===== src/hci_pkg.sv =====
// Shared constants, types and codes of the HSV colour interpolator.
package hci_pkg;

  localparam int HUE_SECTOR = 3840;
  localparam int HUE_FULL   = 23040;
  localparam int HUE_HALF   = 11520;
  localparam int Q16_ONE    = 65536;
  localparam int HSV_FULL   = Q16_ONE * HUE_SECTOR;

  localparam int DIV_NW     = 24;
  localparam int DIV_QB     = 18;
  localparam int DIV_STEPS  = 3;
  localparam int DIV_STAGES = DIV_QB / DIV_STEPS;
  localparam int MIX_STAGES = 3;
  localparam int RGB_STAGES = 5;
  localparam int N_STAGES   = 1 + DIV_STAGES + MIX_STAGES + RGB_STAGES;

  typedef enum logic [1:0] {
    SEL_RED,
    SEL_GREEN,
    SEL_BLUE
  } sector_t;

  typedef struct packed {
    sector_t     sel;
    logic        neg;
    logic        dzero;
    logic [16:0] v;
  } hsv_side_t;

  typedef struct packed {
    hsv_side_t   a;
    hsv_side_t   b;
    logic [15:0] w;
    logic        bypass;
    logic [23:0] pass;
  } side_t;

  typedef struct packed {
    logic [14:0] h;
    logic [16:0] s;
    logic [16:0] v;
    logic        bypass;
    logic [23:0] pass;
  } mid_t;

endpackage


===== src/hci_front.sv =====
// Front end of the RGB to HSV conversion: extremes, value and divider operands.
module hci_front (
  input  logic [7:0]                  red,
  input  logic [7:0]                  green,
  input  logic [7:0]                  blue,
  output logic [hci_pkg::DIV_NW-1:0]  s_num,
  output logic [hci_pkg::DIV_NW-1:0]  h_num,
  output logic [7:0]                  s_den,
  output logic [7:0]                  h_den,
  output hci_pkg::hsv_side_t          side
);
  import hci_pkg::*;

  logic [7:0]  mx;
  logic [7:0]  mn;
  logic [7:0]  delta;
  logic [7:0]  hi;
  logic [7:0]  lo;
  logic [7:0]  mag;
  logic [19:0] hprod;

  always_comb begin
    mx = red;
    if (green > mx) mx = green;
    if (blue > mx) mx = blue;
    mn = red;
    if (green < mn) mn = green;
    if (blue < mn) mn = blue;
    delta = mx - mn;

    priority if (mx == red) begin
      side.sel = SEL_RED;
      hi = green;
      lo = blue;
    end else if (mx == green) begin
      side.sel = SEL_GREEN;
      hi = blue;
      lo = red;
    end else begin
      side.sel = SEL_BLUE;
      hi = red;
      lo = green;
    end
    side.neg   = lo > hi;
    mag        = side.neg ? (lo - hi) : (hi - lo);
    side.dzero = (delta == 8'd0);
    // 257 * max plus one when the top bit rounds up.
    side.v     = 17'({mx, 8'h00}) + 17'(mx) + 17'(mx[7]);

    hprod = 20'(mag) * 20'(HUE_SECTOR);
    h_num = 24'(hprod) + 24'(delta[7:1]);
    s_num = {delta, 16'h0000} + 24'(mx[7:1]);
    s_den = mx;
    h_den = delta;
  end

endmodule


===== config.mk =====
export PLATFORM = sky130hd
export DESIGN_NAME = hci_front
export DESIGN_NICKNAME = d
export VERILOG_FILES = /design/src/hci_pkg.sv /design/src/hci_front.sv
export SDC_FILE = /design/constraint.sdc
export NUM_CORES = 1
export LEC_CHECK = 0
export BUFFER_PORTS_ARGS = -buffer_cell sky130_fd_sc_hd__buf_2
export CORE_ASPECT_RATIO = 0.6
export CORE_MARGIN = 3
export CORE_UTILIZATION = 61
export DETAILED_ROUTE_END_ITERATION = 10
export PLACE_DENSITY = 0.9
export REMOVE_ABC_BUFFERS = 1
export SLEW_MARGIN = 20
export SYNTH_ARGS = -nofsm -noshare
export SYNTH_HDL_FRONTEND = slang
export SYNTH_SLANG_ARGS = --single-unit

===== constraint.sdc =====
create_clock -name vclk -period 16.8
set_clock_uncertainty 0.05 [all_clocks]
set_input_delay 1.68 -clock vclk [all_inputs]
set_output_delay 1.68 -clock vclk [all_outputs]
set_load 0.03 [all_outputs]

# Word level (Yosys, flattened, before mapping)
# Index checks and enable logic that the tools add are counted.
op_classes:
  magnitude_cmp: 5
  reduce_logical: 1
  n_mul: 1
  n_addsub: 7
  mux: 11
  eq_ne: 2
op_table:
  columns: ["cell", "count"]
  rows:
  - ["$mux 8", 9]
  - ["$add 24x7->24", 1]
  - ["$gt 8x8->1", 3]
  - ["$sub 8x8->8", 3]
  - ["$add 20x7->21", 1]
  - ["$add 16x8->17", 1]
  - ["$add 17x1->17", 1]
  - ["$eq 8x8->1", 2]
  - ["$lt 8x8->1", 2]
  - ["$mul 8x4->12 const B", 1]
  - ["$logic_not 8->1", 1]
  - ["$mux 2", 2]
word_totals:
  input_bits: 24
  wordCells: 27
  ff_bits: 0
  output_inout_bits: 85

# Depth between registers and ports, before layout
logic_depth:
  ltp_word: 11
  depth_mapped: 44

# Worst setup path after synthesis
# OpenSTA, ideal clock, no wires.
synth_path:
  path_kind: "input-to-output"
  from: "in red[5]"
  to: "out h_num[19] (netlist bit)"
  cell_stages: 39
  arrival_ps: 10716
  slack_ps: 4354
  path_cell_list: "clkbuf_1 inv_1 ha_1 a211oi_4 nor2_2 or4_4 buf_6 mux2_2 and2_1 ha_1 nor2b_1 o211ai_1 a21o_1 clkbuf_1 nand2_1 a221o_1 a222oi_1 buf_2 [... 3 more ...] clkbuf_1 a21oi_1 a21oi_1 o32ai_1 buf_2 mux2_2 o21ai_0 nand2_1 xnor2_1 fa_1 fa_1 inv_1 ha_1 nand2_1 o21ai_0 a21o_1 a21oi_1 xnor2_1"
synth_between:
  elab_chain_len: 11
synth_rtl:
  columns: ["item", "line", "source"]
  rows:
  - ["from (decl)", "hci_front.sv:3", "input logic [7:0] red,"]
  - ["$gt 8x8->1", "hci_front.sv:24", "if (green > mx) mx = green;"]
  - ["$mux 8", "hci_front.sv:24", null]
  - ["$gt 8x8->1", "hci_front.sv:25", "if (blue > mx) mx = blue;"]
  - ["$mux 8", "hci_front.sv:25", null]
  - ["$eq 8x8->1", "hci_front.sv:35", "end else if (mx == green) begin"]
  - ["$mux 8", "hci_front.sv:35", null]
  - ["$mux 8", "hci_front.sv:31", "priority if (mx == red) begin"]
  - ["$sub 8x8->8 / $gt 8x8->1 (equally long branches)", "hci_front.sv:45, hci_front.sv:44", null]
  - ["$mux 8", "hci_front.sv:45", "mag = side.neg ? (lo - hi) : (hi - lo);"]
  - ["$mul 8x4->12", "hci_front.sv:50", "hprod = 20'(mag) * 20'(HUE_SECTOR);"]
  - ["$add 20x7->21 (*)", "hci_front.sv:51", "h_num = 24'(hprod) + 24'(delta[7:1]);"]
  - ["to (decl)", "hci_front.sv:7", "output logic [hci_pkg::DIV_NW-1:0] h_num,"]
# Every way passes the cells marked *; elsewhere a longest branch is shown, timed or not.

# Worst setup path in the final report
# Same ends and word-level chain as after synthesis.

==> key figures <==
Setup path
  – Arrival @ worst endpoint: about 12 ns
  – Worst setup path endpoint: h_num[19]
  – Cell repeated most along the worst path: a21oi_1
  – Stages on worst setup path: 35
  – CP max stage delay: just under 0.7 ns
  – Worst Path Max Fanout: 18
  – Buf/Inv on CP: 4
  – Type of origin of the critical path: primary input
  – CP Launch Point: red[5]
  – CP max stage cell: a21o_1
  – Worst EP required: 15.07 ns
  – Delay-heaviest family, CP: compound AO/OA/AOI/OAI gates
  – CP endpoint kind: output pin
  – Critical path type: in2out

Finish
  – Fillcell total: about 500
  – Multi-input gate area: 3650 sq um
  – Commonest non-fill, non-tap cell in the layout: buf_2
  – Register area: 0 sq um
  – Share of cells above drive strength 1: 0.245
  – Post-Layout Cell Count: ~650
  – Diodes inserted: 0
  – Net count, final: between 600 and 700
  – Clock buffer count: 0
  – Commonest non-fill, non-tap cells in the layout: buf_2 (95), ha_1 (63), inv_1 (45)
  – P&R area growth vs syn: 5.14%
  – Sequential cell count: 0

Timing
  – Crit share post-route: 0.821
  – Slew @ Worst Pin: 0.886 ns
  – Slew headroom: 0.405
  – Pins over their slew limit: 0
  – Setup TNS: 0 ns
  – FMAX: a little over 0.07 GHz
  – Post-layout min period: 13.79 ns
  – Final Hold Fails: 0
  – Unrepaired setup endpoints after global routing: no
  – Final setup vio count: 0

Routing
  – DRC viols: 0
  – DR pass1 iterations: 5
  – Average wire per cell in the routed design: approximately 17 microns
  – Total Wirelength: ~11,000 microns
  – Starting DRC count in detailed routing: about 390
  – DR vias: 3,951
  – ANT nets after route: 0
  – Vias/cell: 6.06

Global route
  – First-pass GRT wire length: 18,100 microns
  – Initial antenna violation count: 0
  – Largest net degree at the start of global routing: 33
  – Vias in the first global route: between 3,000 and 4,000
  – Aggregate global-route resource usage: 0.268
  – Grt total ovfl: 0

Flow run
  – Max Cap Viol: 0

Worst hold path
  – Hold Startpoint: red[3]
  – Tightest Hold Check Type: in2out
  – Hold Path Cell Cnt: 4

Synthesis
  – Post-synthesis sequential area ratio: 0
  – Mapped cell area: roughly 4200 sq um
  – Syn Area/Cell: between 7 and 8 sq um
  – Mapped Cells: around 530
  – Yosys cell types: 57
  – Yosys warning count: 0

Floorplanning
  – Die width: 113 microns
  – Io pins: between 100 and 150
  – Core area: 6390 sq um
  – Cell Rows: 22
  – Starting Density: 0.656
  – Die Footprint: 7930 sq um
  – Die Y: approximately 70 microns

Placement
  – Dpl hpwl: between 9000 and 10,000 microns
  – Number of port buffers: 95
  – RD Place Congestion: approximately 1.0
  – Placed Cells: 652

Clock network
  – Hold_buf cts: 0
  – Setup Buffers After CTS: 0
  – Cells resized by post-CTS repair: 0

Run status
  – Outcome: complete, no violations
[layout make-up]
| type | count | area share |
|---|---|---|
| Timing Repair Buffer | 96 | 0.110 |
| Inverter | 45 | 0.0384 |
| Tap cell | 84 | 0.0239 |
| Multi-Input combinational cell | 427 | 0.828 |
[worst min path at each step]
stage / to
detailed placement: s_num[0]
global placement: s_den[0]
CTS: s_num[0]
global route: s_num[2]
floorplan: s_den[0]
finish: s_den[3]
[metal layers]
| metal | GRT usage | share of wire | wire length (microns) | up-vias |
|---|---|---|---|---|
| li1 | - | - | - | 1856 |
| met1 | 0.376 | 0.42 | 4680 | 1848 |
| met2 | 0.453 | 0.45 | 5070 | 220 |
| met3 | 0.0294 | 0.11 | 1250 | 27 |
| met4 | 0.0320 | 0.017 | 194 | 0 |
| met5 | 0 | 0 | 0 | - |
[kinds of logic after synthesis]
logic type	share of synthesized area
AOI/OAI and AO/OA	0.154
xor gates and xnor gates	0.117
adders and majority gates	0.253
buffers and inverters	0.145
muxes	0.175
other	0.000895
and+or+nand+nor	0.154
[Yosys cell counts (all sizes together), types with 11 or more instances]
cell | instances | area, sq um
buf | 51 | 358
mux2 | 36 | 413
xor2 | 18 | 158
nand2 | 30 | 113
mux2i | 32 | 320
a21oi | 25 | 125
inv | 45 | 169
nor2b | 11 | 68.8
o21ai | 28 | 140
nor2 | 24 | 92.6
fa | 13 | 260
xnor2 | 38 | 333
ha | 63 | 788
clkbuf | 22 | 82.6
[metrics by stage]
stage	util	area, sq um	hold slack, ns	setup slack [ns]
final	0.690	4400	3.99	3.01
after global routing	0.690	4400	4.01	2.57
after CTS	0.688	4390	3.97	2.97
after detailed placement	0.688	4390	3.97	2.99
after global placement	0.688	4390	3.96	3.59
after floorplan	-	3800	3.62	1.63
Power is left out: the tool's default activity adds up to more than one toggle a clock period on the data nets, which glitch-free logic cannot reach.
