File: src/hci_pkg.sv
// Shared constants, types and codes of the HSV colour interpolator.
package hci_pkg;

  localparam int HUE_SECTOR = 3840;
  localparam int HUE_FULL   = 23040;
  localparam int HUE_HALF   = 11520;
  localparam int Q16_ONE    = 65536;
  localparam int HSV_FULL   = Q16_ONE * HUE_SECTOR;

  localparam int DIV_NW     = 24;
  localparam int DIV_QB     = 18;
  localparam int DIV_STEPS  = 3;
  localparam int DIV_STAGES = DIV_QB / DIV_STEPS;
  localparam int MIX_STAGES = 3;
  localparam int RGB_STAGES = 5;
  localparam int N_STAGES   = 1 + DIV_STAGES + MIX_STAGES + RGB_STAGES;

  typedef enum logic [1:0] {
    SEL_RED,
    SEL_GREEN,
    SEL_BLUE
  } sector_t;

  typedef struct packed {
    sector_t     sel;
    logic        neg;
    logic        dzero;
    logic [16:0] v;
  } hsv_side_t;

  typedef struct packed {
    hsv_side_t   a;
    hsv_side_t   b;
    logic [15:0] w;
    logic        bypass;
    logic [23:0] pass;
  } side_t;

  typedef struct packed {
    logic [14:0] h;
    logic [16:0] s;
    logic [16:0] v;
    logic        bypass;
    logic [23:0] pass;
  } mid_t;

endpackage

File: src/hci_div.sv
// Pipelined restoring divider, a few quotient bits in each stage.
module hci_div (
  input  logic                          clk,
  input  logic [hci_pkg::DIV_STAGES-1:0] en,
  input  logic [hci_pkg::DIV_NW-1:0]    num,
  input  logic [7:0]                    den,
  output logic [hci_pkg::DIV_QB-1:0]    quo
);
  import hci_pkg::*;

  logic [7:0]        rem_r   [DIV_STAGES];
  logic [DIV_QB-1:0] n_r     [DIV_STAGES];
  logic [DIV_QB-1:0] q_r     [DIV_STAGES];
  logic [7:0]        d_r     [DIV_STAGES];
  logic [7:0]        rem_src [DIV_STAGES];
  logic [DIV_QB-1:0] n_src   [DIV_STAGES];
  logic [DIV_QB-1:0] q_src   [DIV_STAGES];
  logic [7:0]        d_src   [DIV_STAGES];
  logic [7:0]        rem_nxt [DIV_STAGES];
  logic [DIV_QB-1:0] n_nxt   [DIV_STAGES];
  logic [DIV_QB-1:0] q_nxt   [DIV_STAGES];

  for (genvar k = 0; k < DIV_STAGES; k++) begin : g_stage
    if (k == 0) begin : g_first
      // The quotient fits DIV_QB bits, so the top numerator bits stay below the divisor.
      assign rem_src[k] = 8'(num[DIV_NW-1:DIV_QB]);
      assign n_src[k]   = num[DIV_QB-1:0];
      assign q_src[k]   = '0;
      assign d_src[k]   = den;
    end else begin : g_next
      assign rem_src[k] = rem_r[k-1];
      assign n_src[k]   = n_r[k-1];
      assign q_src[k]   = q_r[k-1];
      assign d_src[k]   = d_r[k-1];
    end

    always_comb begin
      logic [7:0]        rem;
      logic [DIV_QB-1:0] n;
      logic [DIV_QB-1:0] q;
      logic [8:0]        t;
      rem = rem_src[k];
      n   = n_src[k];
      q   = q_src[k];
      for (int j = 0; j < DIV_STEPS; j++) begin
        t = {rem, n[DIV_QB-1]};
        n = {n[DIV_QB-2:0], 1'b0};
        if (t >= {1'b0, d_src[k]}) begin
          t = t - {1'b0, d_src[k]};
          q = {q[DIV_QB-2:0], 1'b1};
        end else begin
          q = {q[DIV_QB-2:0], 1'b0};
        end
        rem = t[7:0];
      end
      rem_nxt[k] = rem;
      n_nxt[k]   = n;
      q_nxt[k]   = q;
    end

    always_ff @(posedge clk) begin
      if (en[k]) begin
        rem_r[k] <= rem_nxt[k];
        n_r[k]   <= n_nxt[k];
        q_r[k]   <= q_nxt[k];
        d_r[k]   <= d_src[k];
      end
    end
  end

  assign quo = q_r[DIV_STAGES-1];

endmodule

File: config.mk
export PLATFORM = sky130hd
export DESIGN_NAME = hci_div
export DESIGN_NICKNAME = d
export VERILOG_FILES = /design/src/hci_pkg.sv /design/src/hci_div.sv
export SDC_FILE = /design/constraint.sdc
export NUM_CORES = 1
export LEC_CHECK = 0
export BUFFER_PORTS_ARGS = -buffer_cell sky130_fd_sc_hd__buf_4
export CAP_MARGIN = 20
export CORE_UTILIZATION = 53
export CTS_CLUSTER_SIZE = 14
export DETAILED_ROUTE_END_ITERATION = 8
export HOLD_SLACK_MARGIN = 0.08
export PLACE_DENSITY = 0.72
export SYNTH_ARGS = -nofsm -noshare
export SYNTH_HDL_FRONTEND = slang
export SYNTH_SLANG_ARGS = --single-unit
File: constraint.sdc
create_clock -name clk -period 16.1 [get_ports clk]
set_clock_uncertainty 0.15 [all_clocks]
set_input_delay 3.22 -clock clk [delete_from_list [all_inputs] [get_ports clk]]
set_output_delay 3.22 -clock clk [all_outputs]
set_load 0.03 [all_outputs]
Yosys cells after proc, flatten, opt, wreduce, memory -nomap -nowiden
Memories as Yosys holds them, arrays and structs flattened. Cells that the tools add are included.

Muxes and demuxes: 48. Order comparisons: 18. $add $sub $neg: 18.

Operators with widths (number): $ge 9x8->1 (17); $mux 8 (18); $sub 8x8->8 (17); $mux 1 (30); $ge 7x8->1 (1); $sub 7x8->8 (1).

Bits in registers: 0. Input port bits: 39. Output and inout port bits: 18. Bits in writable memories: 294. Memories kept: 4.

Memory list: q_r (depth 6, bits a word 18, read ports 6, clocked after Yosys merged registers in 0, wr ports 6, line hci_div.sv:13) `logic [DIV_QB-1:0] q_r [DIV_STAGES];`; n_r (depth 6, bits a word 15, read ports 5, clocked after Yosys merged registers in 0, wr ports 6, line hci_div.sv:12) `logic [DIV_QB-1:0] n_r [DIV_STAGES];`; d_r (depth 6, bits a word 8, read ports 5, clocked after Yosys merged registers in 0, wr ports 6, line hci_div.sv:14) `logic [7:0] d_r [DIV_STAGES];`; rem_r (depth 6, bits a word 8, read ports 5, clocked after Yosys merged registers in 0, wr ports 6, line hci_div.sv:11) `logic [7:0] rem_r [DIV_STAGES];`.

Logic depth before layout (Yosys ltp)
An unclocked memory read counts as a cell.

Depth after elaboration: 7. Mapped depth: 29.

Least setup slack after synthesis
OpenSTA, ideal clock, no wires.

Path kind: input to register. Start point: input port num[17] (netlist name). End point: memory rem_r[0][1] (data pin). Buffers on the path: 1. Cell stages on the path: 28. Arrival: 8696 ps. Path slack: 6994 ps. Cells stage by stage: inv_1 -> ha_1 -> inv_1 -> fa_1 -> a21o_1 -> a2111oi_2 -> a21oi_1 -> o21a_1 -> clkbuf_1 -> mux2_2 -> inv_1 -> ha_1 -> nor2b_1 -> o211a_1 -> o21ai_0 -> a21oi_1 -> nand2_1 -> nand2_1 -> mux2i_1 -> ha_1 -> nor2b_1 -> o21ai_0 -> a21boi_0 -> o21ai_0 -> a21oi_1 -> o21a_1 -> a311oi_4 -> mux2_2.

RTL lines: from (decl) (line hci_div.sv:5) `input logic [hci_pkg::DIV_NW-1:0] num,`; to (decl) (line hci_div.sv:11).

==> impl.org <==
** CTS
- Clock buffers created by TritonCTS :: 17
- Clock transition at the register clock pins on the worst setup and hold paths after CTS :: ~70 ps
- For this design, the sink count on the clock tree is between 150 and 200.
- Worst-skew pair later-pin latency :: ~430 ps
- No sink is reached through more buffers than the 2 on the longest clock path.
- TritonCTS built the clock tree.
- The H-tree was split into 4 levels.
- The root buffer cell chosen for the clock tree is sky130_fd_sc_hd__clkbuf_16.
- Number of buffers added to fix hold violations after cts :: 0
- Post-CTS Resized :: 0
- Setup fix buffers added after clock tree synthesis :: 0

** Global routing
- The first global-routing pass estimated approximately 39000 um of wire.
- In the global route stage, overall resource usage came out at 0.204.
- The via count of the first global-routing pass is 8207.
- Pin count of the biggest net entering global routing :: 35
- Grt total ovfl :: 0
- Number of antenna violations at the first check in global routing :: 0

** Synthesis
- Number of instances in the synthesized netlist :: ~1100
- The mapped netlist covers approximately 13000 um^2.
- Summed over all instances, the cell type with the most area after synthesis is sky130_fd_sc_hd__edfxtp_1.
- After synthesis, the cell types taking the most area are sky130_fd_sc_hd__edfxtp_1, sky130_fd_sc_hd__ha_1, sky130_fd_sc_hd__mux2_2, sky130_fd_sc_hd__xnor2_1, sky130_fd_sc_hd__inv_1.
- By instance count, the leading cell after synthesis is sky130_fd_sc_hd__edfxtp_1.
- Of the total synthesized cell area, the portion taken by XOR and XNOR cells is 0.0539.
- Yosys cell types :: 55
- Measured against the total synthesized area, the mux share comes to 0.0903.
- Of the total synthesized cell area, the portion taken by AND, OR, NAND and NOR gates is 0.0881.
- Most used DFF post-synth :: sky130_fd_sc_hd__edfxtp_1
- The compound-gate portion of the synthesized area is 0.127.
- Ranked by instance count, the synthesized netlist is headed by sky130_fd_sc_hd__edfxtp_1, sky130_fd_sc_hd__ha_1, sky130_fd_sc_hd__inv_1, sky130_fd_sc_hd__mux2_2, sky130_fd_sc_hd__a21oi_1.
- Warnings from Yosys :: 0
- Sequential fraction of the synthesis area :: 0.440
- Synthesis produced a netlist with a net count of around 1300.
- Share of async-settable or async-resettable flops after synthesis :: 0
- In this run, synthesis produced a sequential element count of ~190.
- By area, the combinational part of the netlist is dominated by adder cells.
- The synthesized design contains between 150 and 200 enable-type register cells.
- Synthesized area divided by synthesized cell count :: approximately 11 um^2
- Post-synthesis adder-cell area fraction :: 0.166
- Of the post-synthesis cell area, the dominant cell type holds 0.440.

** Hold path
- The startpoint identified for the worst hold timing path is q_r[2][1].
- Hold path depth :: 0
- For hold timing, the worst endpoint is q_r[3][4].
- The tightest min-delay check is of the flip-flop to flip-flop type.

** STA
- Setup repair after global routing left no endpoint under its margin.
- Final setup TNS :: 0 ps
- In the finished design, the share of the clock period the worst path needs comes to 0.587.
- The max-slew violation total from the final report is 0.
- Setup violations remaining at the end of the flow were counted as 0.
- For the pin with the worst max-slew slack, the measured transition is 667 ps.
- Headroom to the max-slew limit came out at 0.549.
- The number of hold-slack violations in the final timing report is 0.
- Time the worst path needs with I/O delays and setup :: between 9000 and 10000 ps
- Derived from the worst setup path, the maximum achievable clock frequency is approximately 110 MHz.

** Placed design
- Detailed placement finished with a half-perimeter wire length of just under 20000 um.
- During placement, the flow inserted port buffers numbering 56.
- Routability-driven placement finished with a final weighted congestion of a little over 0.9.

** Route
- Vias after detailed routing :: roughly 8400
- The detail route stage leaves a number of antenna-violating nets equal to 0.
- The first detailed-routing pass took 5 iterations.
- In the final routed layout, each cell accounts on average for about 16 um.
- Drt first-iter violations :: approximately 380
- Routed via count divided by cell count :: 5.50
- After detailed routing, the number of remaining DRC violations is 0.
- Sum of routed wire length over all layers :: ~24000 um

** Final layout
- Summing all multi-input logic gate instances after layout gives 6730 um^2.
- Sequential Area :: approximately 5600 um^2
- Proportion of layout cells with a drive suffix above 1 :: 0.165
- The repair_antennas step left the layout with diodes totalling 0.
- From synthesis to final layout, the design area changed by 10.7%.
- Fill cell count :: roughly 2000
- For this run, the post-layout net count is approximately 1400.

** Floorplanning
- The die is about 160 um tall.
- Ports :: between 50 and 60
- Initial Util :: 0.543
- Placeable core area :: 23600 um^2
- Overall die area :: 24800 um^2
- The die is around 160 um wide.
- The floorplan has 56 rows.

** Critical path
- The setup path with the least slack is of type input port to flip-flop.
- Logic depth of the worst setup path including buffers :: 28
- On the critical path the largest part of the delay comes from compound AO/OA/AOI/OAI gates.
- Counting cells, the worst reg-to-reg path comes to 25.
- Of all nets on the critical path, the largest fanout is 9.
- FF-to-FF setup slack :: about 9000 ps
- Number of buffers and inverters on the critical path :: 4
- The startpoint identified for the worst register-to-register timing path is d_r[0][6].
- Nature of the critical path startpoint :: input port
- Endpoint type of the worst setup path :: flip-flop
- At the worst endpoint, the required time is about 16000 ps.
- The largest individual stage delay along the critical path comes from the cell sky130_fd_sc_hd__a311oi_4.
- The worst register-to-register path ends at rem_r[1][7].
- Crit path DAT :: between 9000 and 10000 ps
- For this run, the slowest stage of the critical path takes 570 ps.

** Job
- The tool flagged a number of max-cap violations equal to 0.

** Run status
- The flow ran to the end, and the final reports show no timing, DRC or antenna violations.
-- cell type report --
class,instances,share of cell area
Inverter,111,0.0293
Clock buffer,17,0.0300
Sequential cell,188,0.398
Multi-Input combinational cell,816,0.474
Tap cell,319,0.0281
Timing Repair Buffer,60,0.0317
Clock inverter,15,0.00916
-- logic make-up after synthesis --
| kind of cell | Yosys count |
|---|---|
| flip-flops | 188 |
| AO/OA/AOI/OAI | 245 |
| multiplexers | 105 |
| XOR/XNOR | 79 |
| AND/OR/NAND/NOR | 227 |
| buffers and inverters | 119 |
| adder cells (fa/ha/maj) | 160 |
-- cell usage in the layout, fill, tap and decap left out, types with 7 or more instances in the layout --
master | synthesis | routed
sky130_fd_sc_hd__inv_1 | 109 | 109
sky130_fd_sc_hd__a21oi_1 | 73 | 73
sky130_fd_sc_hd__nor2b_1 | 23 | 23
sky130_fd_sc_hd__edfxtp_1 | 188 | 188
sky130_fd_sc_hd__fa_1 | 17 | 17
sky130_fd_sc_hd__nand3_1 | 17 | 17
sky130_fd_sc_hd__a21o_1 | 19 | 19
sky130_fd_sc_hd__nor2_1 | 64 | 64
sky130_fd_sc_hd__xnor2_1 | 54 | 54
sky130_fd_sc_hd__buf_4 | 0 | 60
sky130_fd_sc_hd__o31ai_1 | 8 | 8
sky130_fd_sc_hd__nor3_1 | 14 | 14
sky130_fd_sc_hd__or2_2 | 7 | 7
sky130_fd_sc_hd__nand4_1 | 16 | 16
sky130_fd_sc_hd__and3_1 | 7 | 7
sky130_fd_sc_hd__nand2_1 | 46 | 46
sky130_fd_sc_hd__o21ai_0 | 56 | 56
sky130_fd_sc_hd__a21boi_0 | 9 | 9
sky130_fd_sc_hd__clkbuf_16 | 0 | 17
sky130_fd_sc_hd__xor2_1 | 25 | 25
sky130_fd_sc_hd__nand2b_1 | 17 | 17
sky130_fd_sc_hd__mux2i_1 | 19 | 19
sky130_fd_sc_hd__o21bai_1 | 14 | 14
sky130_fd_sc_hd__ha_1 | 143 | 143
sky130_fd_sc_hd__o21a_1 | 19 | 19
sky130_fd_sc_hd__mux2_2 | 86 | 86
sky130_fd_sc_hd__a211oi_1 | 8 | 8
-- flip-flops by register name, summed over array words and instances (netlist names) --
register  flops
q_r          63
n_r          45
d_r          40
rem_r        40
-- per-stage QoR --
step | instance area (um^2) | worst slack [ps] | cells | hold WS [ps] | utilization
final | 14200 | 6650 | 1526 | 265 | 0.601
after global routing | 14200 | 6180 | 1526 | 272 | 0.601
after CTS | 14200 | 6680 | 1526 | 267 | 0.601
after detailed placement | 13600 | 6230 | 1494 | 255 | 0.578
after global placement | 13600 | 6310 | 1494 | 251 | 0.578
after floorplan | 12800 | 6990 | 1123 | 250 | -
-- worst max-delay path by stage --
stage | from | endpoint | slack (ps)
6_report | num[17] | rem_r[0][5] | 6650
5_1_grt | num[17] | rem_r[0][5] | 6180
4_1_cts | num[17] | rem_r[0][5] | 6680
3_5_place_dp | num[17] | rem_r[0][4] | 6230
3_3_place_gp | num[17] | rem_r[0][6] | 6310
2_1_floorplan | num[17] | rem_r[0][1] | 6990
-- layer usage --
metal,vias to the layer above,global-route usage,routed length [um]
met3,28,0.0328,851
met1,3917,0.280,11600
met2,154,0.331,10900
met5,-,0,0
met4,0,0.0680,473
li1,4299,-,-
Power is left out: the tool's default activity adds up to more than one toggle a clock period on the data nets, which glitch-free logic cannot reach.
