`src/hci_pkg.sv`:
```
// Shared constants, types and codes of the HSV colour interpolator.
package hci_pkg;

  localparam int HUE_SECTOR = 3840;
  localparam int HUE_FULL   = 23040;
  localparam int HUE_HALF   = 11520;
  localparam int Q16_ONE    = 65536;
  localparam int HSV_FULL   = Q16_ONE * HUE_SECTOR;

  localparam int DIV_NW     = 24;
  localparam int DIV_QB     = 18;
  localparam int DIV_STEPS  = 3;
  localparam int DIV_STAGES = DIV_QB / DIV_STEPS;
  localparam int MIX_STAGES = 3;
  localparam int RGB_STAGES = 5;
  localparam int N_STAGES   = 1 + DIV_STAGES + MIX_STAGES + RGB_STAGES;

  typedef enum logic [1:0] {
    SEL_RED,
    SEL_GREEN,
    SEL_BLUE
  } sector_t;

  typedef struct packed {
    sector_t     sel;
    logic        neg;
    logic        dzero;
    logic [16:0] v;
  } hsv_side_t;

  typedef struct packed {
    hsv_side_t   a;
    hsv_side_t   b;
    logic [15:0] w;
    logic        bypass;
    logic [23:0] pass;
  } side_t;

  typedef struct packed {
    logic [14:0] h;
    logic [16:0] s;
    logic [16:0] v;
    logic        bypass;
    logic [23:0] pass;
  } mid_t;

endpackage

```
`src/hci_mix.sv`:
```
// Hue assembly, shortest-arc hue blend and linear saturation and value blend.
module hci_mix (
  input  logic                           clk,
  input  logic [hci_pkg::MIX_STAGES-1:0] en,
  input  logic [hci_pkg::DIV_QB-1:0]     qs_a,
  input  logic [hci_pkg::DIV_QB-1:0]     qh_a,
  input  logic [hci_pkg::DIV_QB-1:0]     qs_b,
  input  logic [hci_pkg::DIV_QB-1:0]     qh_b,
  input  hci_pkg::side_t                 side,
  output hci_pkg::mid_t                  mid
);
  import hci_pkg::*;

  function automatic logic [14:0] hue_of(hsv_side_t sd, logic [DIV_QB-1:0] part);
    logic [14:0] p;
    logic [14:0] h;
    p = part[14:0];
    unique case (sd.sel)
      SEL_RED:   h = sd.neg ? ((p == 15'd0) ? 15'd0 : 15'(HUE_FULL) - p) : p;
      SEL_GREEN: h = sd.neg ? 15'(2 * HUE_SECTOR) - p : 15'(2 * HUE_SECTOR) + p;
      SEL_BLUE:  h = sd.neg ? 15'(4 * HUE_SECTOR) - p : 15'(4 * HUE_SECTOR) + p;
      default:   h = 15'd0;
    endcase
    if (sd.dzero) h = 15'd0;
    return h;
  endfunction

  // First stage: hues and wrapped hue difference.
  logic [14:0]        ha_r, ha_nxt, hb;
  logic signed [14:0] dh_r, dh_nxt;
  logic signed [15:0] d0;
  logic [16:0]        sa_r, sa_nxt, sb_r, sb_nxt, va_r, vb_r;
  logic [15:0]        w_r;
  logic               byp1_r;
  logic [23:0]        pass1_r;

  always_comb begin
    ha_nxt = hue_of(side.a, qh_a);
    hb     = hue_of(side.b, qh_b);
    sa_nxt = side.a.dzero ? 17'd0 : qs_a[16:0];
    sb_nxt = side.b.dzero ? 17'd0 : qs_b[16:0];
    d0     = $signed({1'b0, hb}) - $signed({1'b0, ha_nxt});
    if (d0 > 16'sd11520) d0 = d0 - 16'sd23040;
    if (d0 < -16'sd11520) d0 = d0 + 16'sd23040;
    dh_nxt = d0[14:0];
  end

  always_ff @(posedge clk) begin
    if (en[0]) begin
      ha_r    <= ha_nxt;
      dh_r    <= dh_nxt;
      sa_r    <= sa_nxt;
      sb_r    <= sb_nxt;
      va_r    <= side.a.v;
      vb_r    <= side.b.v;
      w_r     <= side.w;
      byp1_r  <= side.bypass;
      pass1_r <= side.pass;
    end
  end

  // Second stage: weighted differences.
  logic signed [31:0] ph_r, ph_nxt;
  logic signed [34:0] ps_r, ps_nxt, pv_r, pv_nxt;
  logic signed [17:0] ds, dv;
  logic signed [16:0] ws;
  logic [14:0]        ha2_r;
  logic [16:0]        sa2_r, va2_r;
  logic               byp2_r;
  logic [23:0]        pass2_r;

  always_comb begin
    ws     = $signed({1'b0, w_r});
    ds     = $signed({1'b0, sb_r}) - $signed({1'b0, sa_r});
    dv     = $signed({1'b0, vb_r}) - $signed({1'b0, va_r});
    ph_nxt = dh_r * ws;
    ps_nxt = ds * ws;
    pv_nxt = dv * ws;
  end

  always_ff @(posedge clk) begin
    if (en[1]) begin
      ph_r    <= ph_nxt;
      ps_r    <= ps_nxt;
      pv_r    <= pv_nxt;
      ha2_r   <= ha_r;
      sa2_r   <= sa_r;
      va2_r   <= va_r;
      byp2_r  <= byp1_r;
      pass2_r <= pass1_r;
    end
  end

  // Third stage: rounding, hue wrap.
  mid_t               mid_r, mid_nxt;
  logic signed [33:0] hacc;
  logic [15:0]        hoff;
  logic [17:0]        u;
  logic signed [35:0] ts, tv, ms, mv;

  always_comb begin
    hoff = 16'(ha2_r) + 16'(HUE_FULL);
    hacc = $signed({2'b00, hoff, 16'h0000}) + 34'(ph_r) + 34'sd32768;
    u    = hacc[33:16];
    if (u >= 18'(2 * HUE_FULL)) u = u - 18'(2 * HUE_FULL);
    else if (u >= 18'(HUE_FULL)) u = u - 18'(HUE_FULL);
    ts = (36'(ps_r) + 36'sd32768) >>> 16;
    tv = (36'(pv_r) + 36'sd32768) >>> 16;
    ms = $signed({19'd0, sa2_r}) + ts;
    mv = $signed({19'd0, va2_r}) + tv;
    mid_nxt.h      = u[14:0];
    mid_nxt.s      = ms[16:0];
    mid_nxt.v      = mv[16:0];
    mid_nxt.bypass = byp2_r;
    mid_nxt.pass   = pass2_r;
  end

  always_ff @(posedge clk) begin
    if (en[2]) begin
      mid_r <= mid_nxt;
    end
  end

  assign mid = mid_r;

endmodule

```
`config.mk`:
```
export PLATFORM = sky130hd
export DESIGN_NAME = hci_mix
export DESIGN_NICKNAME = d
export VERILOG_FILES = /design/src/hci_pkg.sv /design/src/hci_mix.sv
export SDC_FILE = /design/constraint.sdc
export NUM_CORES = 2
export LEC_CHECK = 0
export BUFFER_PORTS_ARGS = -buffer_cell sky130_fd_sc_hd__buf_4
export CAP_MARGIN = 20
export CORE_MARGIN = 2
export CORE_UTILIZATION = 29
export DETAILED_ROUTE_END_ITERATION = 6
export GPL_TIMING_DRIVEN = 0
export RECOVER_POWER = 50
export REMOVE_ABC_BUFFERS = 1
export SYNTH_ARGS = -nofsm -noshare
export SYNTH_HDL_FRONTEND = slang
export SYNTH_SLANG_ARGS = --single-unit
```
`constraint.sdc`:
```
create_clock -name clk -period 8.2 [get_ports clk]
set_input_delay 0.82 -clock clk [delete_from_list [all_inputs] [get_ports clk]]
set_output_delay 0.82 -clock clk [all_outputs]
set_load 0.05 [all_outputs]
```
### Yosys cells after proc, flatten, opt, wreduce, memory -nomap -nowiden

Index checks and enable logic that the tools add are counted.

* add/subtract/negate cells: 24
* multiply operators: 3
* div/mod/pow operators: 0
* magnitude comparators: 4
* equal/unequal tests: 4
* shift-type cells: 0
* multiplexer cells: 16
* bitwise operators: 0
* reduce and logical (&&, ||, !) cells: 4

Operators by type and width (count)
* two-way mux 15 bit: 13
* one-hot mux 15 bit (3 select lines): 2
* adder 33 x 17 -> 33 bit, second input constant: 2
* multiplier 18 x 17 -> 33 bit: 2
* subtractor 17 x 17 -> 18 bit: 2
* adder 17 bit: 2
* adder 33 x 32 -> 34 bit: 1
* adder 34 x 17 -> 34 bit, second input constant: 1
* multiplier 15 x 17 -> 32 bit: 1
* adder 13 x 15 -> 15 bit, first input constant: 2
* adder 14 x 15 -> 15 bit, first input constant: 2
* zero test 15 bit: 2
* subtractor 13 x 15 -> 15 bit, first input constant: 2
* subtractor 14 x 15 -> 15 bit, first input constant: 2
* subtractor 15 bit, first input constant: 2
* greater-or-equal comparator 18 x 15 -> 1 bit, second input constant: 1
* greater-or-equal comparator 18 x 16 -> 1 bit, second input constant: 1
* adder 15 x 15 -> 16 bit, second input constant: 1
* greater-than comparator 16 x 15 -> 1 bit, second input constant: 1
* less-than comparator 16 x 15 -> 1 bit, second input constant: 1
* two-way mux 16 bit: 1
* subtractor 15 x 15 -> 16 bit: 1
* subtractor 16 bit, second input constant: 1
* adder 15 bit, second input constant: 1
* 5 further kinds: 8

* register bits after elaboration: 385
* latch bits: 0
* RAM bits: 0
* bits in read-only memories: 0
* output and inout port bits: 74
* word-level logic and storage cells: 77
* memories kept: 0

### Logic depth before layout (Yosys ltp)

* depth after elaboration: 10
* gate-level depth with buffers: 38
* mapped depth without buffers: 37

### Worst setup path after synthesis

No wires, ideal clock.

* kind: register to register
* from: register sa_r[0]
* to: register ps_r[28] (data pin)
* arrival: 8134 ps
* setup slack: -192 ps
* stages on the path, launching flop included: 38
* path buffers: 1
* period minus slack after synthesis: 8392 ps
* cell sequence: edfxtp_1 ha_1 fa_1 nor2b_1 o21ai_0 a21boi_1 o21ai_0 a21boi_1 o21ai_0 a21boi_1 o21a_1 nor2_1 xnor2_1 clkbuf_1 and2_1 fa_1 inv_1 fa_1 (+2 left out) inv_1 fa_1 inv_1 fa_1 inv_1 fa_1 inv_1 ha_1 a21o_1 a21oi_1 o22ai_1 o31ai_1 o21ai_1 o311ai_0 a21boi_1 o21ai_0 nor2b_1 xnor2_1

* word-level cells in the longest chain between the ends: 2

Ends and longest elaborated chain
* from (decl): RTL line hci_mix.sv:32 `logic [16:0] sa_r, sa_nxt, sb_r, sb_nxt, va_r, vb_r;`
* from (signal assigned): RTL line hci_mix.sv:52 `sa_r <= sa_nxt;`
* subtractor 17 x 17 -> 18 bit: RTL line hci_mix.sv:74 `ds = $signed({1'b0, sb_r}) - $signed({1'b0, sa_r});`
* multiplier 18 x 17 -> 33 bit: RTL line hci_mix.sv:77 `ps_nxt = ds * ws;`
* via ps_nxt[28]: RTL line hci_mix.sv:64 `logic signed [34:0] ps_r, ps_nxt, pv_r, pv_nxt;`
* to (signal assigned): RTL line hci_mix.sv:84 `ps_r <= ps_nxt;`
* to (decl): RTL line hci_mix.sv:64

The timed path passes the listed nets, and every way through them passes these cells.
A chain may end at the register's enable or synchronous reset.

### Worst setup path after layout

* from: register va_r[0]
* to: register pv_r[27] (data pin)

* word-level cells in the longest chain between the ends: 2

Ends and longest elaborated chain
* from (decl): RTL line hci_mix.sv:32
* from (signal assigned): RTL line hci_mix.sv:54 `va_r <= side.a.v;`
* subtractor 17 x 17 -> 18 bit: RTL line hci_mix.sv:75 `dv = $signed({1'b0, vb_r}) - $signed({1'b0, va_r});`
* multiplier 18 x 17 -> 33 bit: RTL line hci_mix.sv:78 `pv_nxt = dv * ws;`
* via pv_nxt[27]: RTL line hci_mix.sv:64
* to (signal assigned): RTL line hci_mix.sv:85 `pv_r <= pv_nxt;`
* to (decl): RTL line hci_mix.sv:64

The timed path passes the listed nets, and every way through them passes these cells.

==> run_results.csv <==
group,metric,value,unit
floorplanning,chipWidth,406,microns
sta,timing.final.crit_share,102,%
critical_path,required,8520,ps
synthesis,synth_area,0.0469,sq mm
grt,grt_max_degree,79,
drt,first_pass_iters,5,
grt,use_met1,19.7,%
synthesis,ys_ff_latch,340,
place,numPortBuffers,224,
sta,max_freq,0.120,GHz
grt,grt_pass1_wl,191000,microns
critical_path,cp_common_cell,"fa_1",
critical_path,end_kind,"register",
synthesis,seq_area_frac_synth,21.8,%
sta,fin_crit,8350,ps
sta,fin_ws,-152,ps
drt,post_drt_wl_per_cell,16.5,microns
drt,num_vias,33190,
outcome,violations,"capacitance limit, slew limit, setup timing",
floorplanning,std_cell_rows,147,
critical_path,timing.rr.start,"va_r[0]$_DFFE_PP_",
grt,busiest_layer,"met2",
sta,max_slew_margin,-191,%
synthesis,synth_top_area_share,31.4,%
synthesis,avgSynthCellArea,9.90,sq um
sta,finalMaxSlewViolations,201,
critical_path,worstPathMaxFanout,4,
floorplanning,core,0.161,sq mm
floorplanning,die-area,0.165,sq mm
drt,avgViaCountPerCell,4.61,
grt,use_met3,1.87,%
drt,drcViolationCount,0,
clock_network,clockRootBuffer,"clkbuf_16",
min_path,hold_path_class,"reg2reg",
grt,grt_pass1_vias,35110,
grt,antenna_found_initial,6,
cells_and_area,drive_gt1_share,13.1,%
critical_path,cp.arrival,8680,ps
place,gp_congestion,0.849,
clock_network,htreeDepth,2,
critical_path,crit_type,"reg2reg",
sta,fin_tns_setup,-590,ps
clock_network,cts_buffer_depth,3,
synthesis,yosysWarnings,0,
clock_network,cts_tree,"built",
sta,rsz0062_at_grt,"true",
drt,drt_wl_total,119000,microns
critical_path,cp-start-kind,"register",
sta,fin_skew,33.2,ps
synthesis,synth_top_area_cell,"fa_1",
synthesis,syn_inst,4738,
run,drv_cap,4,
drt,antenna_left,0,
clock_network,path_clk_slew,60,ps
min_path,min_from,"ha_r[2]$_DFFE_PP_",
place,dp.final_hpwl,92100,microns
synthesis,synth_edf_count,340,
cells_and_area,area_growth,17.9,%
outcome,status,"complete, but fails checks",
grt,grt_usage,14.6,%
floorplanning,initial_core_util,29.2,%
sta,setup_viol,9,
critical_path,startpoint,"va_r[0]$_DFFE_PP_",
synthesis,synth.area.top_cells,"fa_1 (31%), edfxtp_1 (22%), ha_1 (11%)",
grt,grt_overflow,0,
place,post-place-ws,-2060,ps
clock_network,tritoncts.num_buffers,43,
floorplanning,dieHeight,406,microns
grt,met2_usage,24.7,%
drt,drt-initial-drc-count,1872,
sta,fin_hold_ws,413,ps
floorplanning,ios,233,
synthesis,ys.flop_type,"edfxtp_1",
critical_path,cpPeakStageDelay,540,ps
clock_network,clk_latency,600,ps
cells_and_area,final_net_count,6305,
clock_network,cts.sinks,340,
sta,hold_violations,0,
synthesis,ys_async_sr_fraction,0,%
synthesis,ys_types,110,
critical_path,crit_slowest_cell,"or4_4",
sta,worst_pin_slew,4360,ps
==> cells in the mapped netlist (all sizes together), types with 64 or more instances <==
cell    number
inv        988
and2       340
nor2b      103
fa         735
a21oi      121
xor2        64
nand3       67
clkbuf     160
nand2      494
edfxtp     340
o21ai       85
xnor2      176
nor2       157
ha         410
==> metal layers <==
metal  share of wire [%]  up-vias  wire [microns]
met1                  44    16776           52700
met4                 2.1        8            2540
met2                  48      874           57100
li1                    -    15370               -
met5               0.051        -              61
met3                 5.3      162            6350
==> registers in the layout (all words and copies together) (netlist names), 18 cells and up <==
signal	count
pass1_r	24
mid	74
pv_r	18
ps_r	18
pass2_r	24
==> cells by family after synthesis <==
| logic type | count (synthesis) | share of synthesized area, % |
|---|---|---|
| XOR/XNOR | 241 | 4.64 |
| AO/OA/AOI/OAI | 465 | 6.99 |
| adder cells (fa/ha/maj) | 1145 | 42.3 |
| AND/OR/NAND/NOR | 1384 | 14.9 |
| multiplexers | 7 | 0.192 |
| buffers and inverters | 1156 | 9.26 |
| flip-flops | 340 | 21.8 |
==> metrics by stage <==
step | cell area, sq um | utilization (%) | instances
4_1_cts | 54800 | 34.1 | 7161
2_1_floorplan | 46300 | - | 4571
3_5_place_dp | 52300 | 32.6 | 7023
6_report | 55300 | 34.4 | 7194
5_1_grt | 55300 | 34.4 | 7193
3_3_place_gp | 50700 | 31.6 | 6955
==> worst max-delay path: cells and delay by family, from the launching register on <==
| kind | cells | cell delay (ps) |
|---|---|---|
| buffers and inverters | 6 | 450 |
| AOI/OAI and AO/OA | 14 | 2430 |
| adders and majority gates | 9 | 3720 |
| DFF | 1 | 440 |
| xor gates and xnor gates | 1 | 60 |
| and+or+nand+nor | 4 | 1020 |
==> timing repair <==
action	CTS	global route
setup buffers	62	32
pin swaps	78	89
hold buffers	0	0
hold endpoints to repair	0	0
resized for setup	110	82
setup endpoints to repair	33	28
==> final cells by class <==
| cell class | count | area [sq um] |
|---|---|---|
| Fill cell | 16129 | 105000 |
| Clock inverter | 30 | 363 |
| Sequential cell | 340 | 10200 |
| Multi-Input combinational cell | 3242 | 33400 |
| Inverter | 989 | 3710 |
| Antenna cell | 1 | 2.50 |
| Timing Repair Buffer | 385 | 3860 |
| Clock buffer | 47 | 1090 |
| Tap cell | 2160 | 2700 |
==> path summary, 6_finish.rpt <==
| check | endpoint | slack (ps) | cells past startpoint |
|---|---|---|---|
| min | ha2_r[2]$_DFFE_PP_ | 410 | 0 |
| max | pv_r[27]$_DFFE_PP_ | -150 | 34 |
| max reg2reg | pv_r[27]$_DFFE_PP_ | -150 | 34 |
| min reg2reg | ha2_r[2]$_DFFE_PP_ | 410 | 0 |
==> placed cells by master, fill, tap and decap left out, types with 61 or more instances in the layout <==
master | netlist | routed
and2_1 | 339 | 332
inv_1 | 987 | 973
fa_1 | 735 | 719
a21oi_1 | 119 | 104
nand2b_1 | 62 | 61
ha_1 | 410 | 391
clkbuf_4 | 0 | 66
nand2_1 | 492 | 492
o21ai_0 | 73 | 63
buf_4 | 0 | 220
xnor2_1 | 172 | 159
nor2_1 | 155 | 141
nand3_1 | 65 | 63
nor2b_1 | 102 | 95
edfxtp_1 | 340 | 340
Power is not shown: default switching activity piles up to over one toggle a cycle in this logic, so the estimate is an artifact.
